==> config.mk <==
export PLATFORM = sky130hd
export DESIGN_NAME = fbcd_ctrl
export DESIGN_NICKNAME = d
export VERILOG_FILES = /design/src/hdl/fbcd_pkg.sv /design/src/hdl/fbcd_ctrl.sv
export SDC_FILE = /design/constraint.sdc
export NUM_CORES = 1
export LEC_CHECK = 0
export BUFFER_PORTS_ARGS = -buffer_cell sky130_fd_sc_hd__buf_4
export CAP_MARGIN = 10
export CORE_AREA = 2 2 39 41
export CTS_CLUSTER_DIAMETER = 150
export CTS_CLUSTER_SIZE = 12
export DETAILED_ROUTE_END_ITERATION = 6
export DIE_AREA = 0 0 41 43
export PLACE_DENSITY = 0.78
export SLEW_MARGIN = 20
export SYNTH_ARGS = -nofsm -noshare
export SYNTH_HDL_FRONTEND = slang
export SYNTH_SLANG_ARGS = --single-unit
==> constraint.sdc <==
create_clock -name clk -period 5.7 [get_ports clk]
set_input_delay 0.57 -clock clk [delete_from_list [all_inputs] [get_ports clk]]
set_output_delay 0.57 -clock clk [all_outputs]
set_load 0.01 [all_outputs]
==> src/hdl/fbcd_pkg.sv <==
`default_nettype none
package fbcd_pkg;
	typedef enum logic [1:0] {
		OP_READ    = 2'd0,
		OP_WRITE   = 2'd1,
		OP_RECLAIM = 2'd2,
		OP_NONE    = 2'd3
	} opcode_t;

	typedef enum logic [0:0] {
		KIND_ANSWER    = 1'b0,
		KIND_WRITEBACK = 1'b1
	} kind_t;

	// controller -> datapath
	typedef struct packed {
		logic load;        // latch request
		logic scan_clr;    // reset scan pointer and hit/free search
		logic scan_step;   // examine one slot
		logic cold_clr;    // reset cold-list pass
		logic cold_step;   // examine one slot for the cold list
		logic wb_load;     // read evicted slot (issue RAM read)
		logic wb_emit;     // load output with a writeback
		logic wb_release;  // release the evicted slot
		logic ans_update;  // perform the request's state update
		logic ans_emit;    // load output with the answer
	} ctrl_t;

	// datapath -> controller
	typedef struct packed {
		logic scan_done;
		logic cold_done;
		logic hit;
		logic any_free;
		logic is_write;
		logic wb_last;
	} stat_t;
endpackage
`default_nettype wire

==> src/hdl/fbcd_ctrl.sv <==
`default_nettype none
module fbcd_ctrl (
	input  wire logic          clk,
	input  wire logic          arst_n,
	input  wire logic          in_fire,
	input  wire logic          out_busy,
	output logic               in_rdy,
	output fbcd_pkg::ctrl_t    ctrl,
	input  wire fbcd_pkg::stat_t stat
);
	typedef enum logic [7:0] {
		ST_IDLE  = 8'b0000_0001,
		ST_SCAN  = 8'b0000_0010,
		ST_COLD  = 8'b0000_0100,
		ST_WBRD  = 8'b0000_1000,
		ST_WBWT  = 8'b0001_0000,
		ST_WBOUT = 8'b0010_0000,
		ST_UPD   = 8'b0100_0000,
		ST_ANS   = 8'b1000_0000
	} state_t;

	state_t state_q;

	assign in_rdy = (state_q == ST_IDLE);

	always_comb begin
		ctrl = '0;
		case (state_q)
			ST_IDLE: begin
				ctrl.load     = in_fire;
				ctrl.scan_clr = in_fire;
			end
			ST_SCAN: begin
				ctrl.scan_step = 1'b1;
				ctrl.cold_clr  = stat.scan_done;
			end
			ST_COLD:  ctrl.cold_step = 1'b1;
			ST_WBRD:  ctrl.wb_load = 1'b1;
			ST_WBWT:  ;
			ST_WBOUT: begin
				ctrl.wb_emit    = !out_busy;
				ctrl.wb_release = !out_busy;
			end
			ST_UPD:   ctrl.ans_update = 1'b1;
			ST_ANS:   ctrl.ans_emit = !out_busy;
			default:  ;
		endcase
	end

	always_ff @(posedge clk or negedge arst_n) begin
		if (!arst_n) begin
			state_q <= ST_IDLE;
		end else begin
			case (state_q)
				ST_IDLE: if (in_fire) state_q <= ST_SCAN;
				ST_SCAN: if (stat.scan_done) begin
					if (stat.is_write && !stat.hit && !stat.any_free)
						state_q <= ST_COLD;
					else
						state_q <= ST_UPD;
				end
				ST_COLD:  if (stat.cold_done) state_q <= ST_WBRD;
				ST_WBRD:  state_q <= ST_WBWT;
				ST_WBWT:  state_q <= ST_WBOUT;
				ST_WBOUT: if (!out_busy) state_q <= stat.wb_last ? ST_UPD : ST_WBRD;
				ST_UPD:   state_q <= ST_ANS;
				ST_ANS:   if (!out_busy) state_q <= ST_IDLE;
				default:  state_q <= ST_IDLE;
			endcase
		end
	end
endmodule
`default_nettype wire

==> impl_metrics.ini <==
[run_status]
outcome = finished clean

[finish]
fin_nets = 93
top_regs = state_q: 8 flops
area_growth_pct = 33.26
fin_util_pct = 52.53
fillers = 131
final_cell_area_um2 = 726.9
final_common_cell = buf_4
top_register = state_q
drive_gt1_share_pct = 36.59
final_cell_mix = 20 x buf_4, 9 x nor2_1, 7 x dfrtp_1
n_antenna_cell = 0
largest_reg_flops = 8

[critical_path]
worstPathRequired_ns = 5.13
cp-end-kind = output port
rr_worst_depth = 5
rr_endpoint = state_q[2]$_DFFE_PN0P_
cp-start-kind = flip-flop
rr_startpoint = state_q[1]$_DFFE_PN0P_
crit_type = reg2out
rrSetupSlack_ns = 3.59
cp.arrival_ns = 2.08
critical_path.max_fanout = 6

[power_and_ir_drop]
p_leak_nw = 0.3365
ir_worst_vdd_mv = 0.1857
power_uw = 267.0
powerDensity_mw_per_mm2 = 367.2

[placement]
place_ws_ns = 3.316
hpwl_um = 937
place_area_um2 = 700.7
io_buffers = 20
gp_congestion = 0.7286

[floorplan]
core-area_mm2 = 0.001384
initial_core_util_pct = 39.42
die_x_um = 41
die_h_um = 43
die_area_mm2 = 0.001763
row_count = 14
boundaryPins = 21

[clock_network]
cts.sinks = 8
cts_max_level = 1
clk_path_buf_depth = 2
clock_latency_ns = 0.25
path_clk_slew_ns = 0.06
cts_setup_buffers = 0
cts_root_buf = clkbuf_4
cts_resized = 0
cts_buffers = 3
ctsHoldBuffers = 0
cts_tree = yes

[timing]
finalSetupTns_ns = 0
skew_ns = 0.001657
min_period_over_period_pct = 46.46
hold_viol_final = 0
fmax_ghz = 0.3776
slew_headroom_pct = 53.32
worst_slew_pin_slew_ns = 0.6938
slew_violations = 0
setup_viol = 0
period_needed_ns = 2.648
layout_setup_ws_ns = 3.052
rsz0062_at_grt = false

[logic_synthesis]
syn_avg_cell_area_um2 = 9.092
ys_top_cells_by_area = dfrtp_1 32%, nor2_1 6.2%, or3_4 6.2%
postSynth.asyncResetShare_pct = 100.0
syn_nets = 70
synth_area_um2 = 545.5
synth-main-ff-cell = dfrtp_1
synth_area_leader_cell = dfrtp_1
synth_top_area_share_pct = 32.11
synthCells = 60
ys_seq_elements = 8
ys_seq_area_share_pct = 36.93
synth_edf_count = 0
ys_types = 27
yosysWarnings = 0

[routing]
drt-total-wl_mm = 1.189
drc = 0
vias_per_cell = 5.153
wl_per_cell_um = 12.13
vias = 505
antenna_left = 0
dr.pass1.iters = 4
dr.first_iter.drc_count = 11

[global_routing]
grt_pass1_wl_mm = 1.973
grt_pass1_vias = 454
grt_max_degree = 9
grt_use_total_pct = 16.62
grt_overflow = 0
antenna_found_initial = 0

[flow_run]
drv_cap = 0

[min_path]
hp-class = in2async
-- kinds of logic after synthesis --
| kind of cell | after synthesis | synth area share [%] |
|---|---|---|
| DFF | 8 | 36.93 |
| xor gates and xnor gates | 3 | 4.817 |
| AOI/OAI and AO/OA | 10 | 16.29 |
| and+or+nand+nor | 32 | 35.78 |
| buffers and inverters | 7 | 6.190 |
-- per-layer routing --
metal | wire [um] | track usage [%] | vias up | part of all wire [%]
met5 | 0 | 0 | - | 0
met4 | 14 | 10.00 | 0 | 1.2
met3 | 78 | 3.141 | 2 | 6.6
met2 | 555 | 22.50 | 18 | 47
met1 | 541 | 23.51 | 227 | 46
li1 | - | - | 258 | -
-- how the worst max path moves through the flow --
| stage | startpoint | depth (start not counted) | end |
|---|---|---|---|
| after global routing | state_q[6]$_DFFE_PN0P_ | 5 | ctrl[6] |
| after detailed placement | state_q[6]$_DFFE_PN0P_ | 5 | ctrl[6] |
| after CTS | state_q[6]$_DFFE_PN0P_ | 5 | ctrl[6] |
| final | state_q[6]$_DFFE_PN0P_ | 5 | ctrl[6] |
| after global placement | state_q[6]$_DFFE_PN0P_ | 5 | ctrl[6] |
| after floorplan | state_q[1]$_DFFE_PN0P_ | 3 | ctrl[0] |
-- power breakdown --
part	internal, mW	switching, mW
registers	0.0702	0.0132
logic	0.0672	0.0686
clock network	0.0269	0.0209
total	0.164	0.103
-- Yosys cell counts (all sizes together), types with 3 or more instances --
| library cell | instances |
|---|---|
| dfrtp | 7 |
| inv | 5 |
| nand2 | 4 |
| nand4b | 3 |
| nor2 | 9 |
| or3 | 4 |
| xnor2 | 3 |
-- critical path, cell delays in order, from the launching register on --
cell	delay [ns]
dfrtp_1	0.43
nor4_1	0.64
nand4b_1	0.38
inv_2	0.14
and2_1	0.13
buf_4	0.11
-- through the flow --
step                hold slack, ns  cells
floorplan                   0.2744     60
global placement            0.3931     94
detailed placement          0.3958     94
CTS                         0.1174     98
global route                0.1176     98
finish                      0.1224     98
-- area by class of cell --
cell class                      count  area [um^2]  area share, %
Clock buffer                        4        26.28          3.614
Inverter                            5        18.77          2.582
Multi-Input combinational cell     45        310.3          42.69
Sequential cell                     8        201.4          27.71
Tap cell                           16        20.02          2.754
Timing Repair Buffer               20        150.1          20.65
Power figures use the tool's default switching activity.
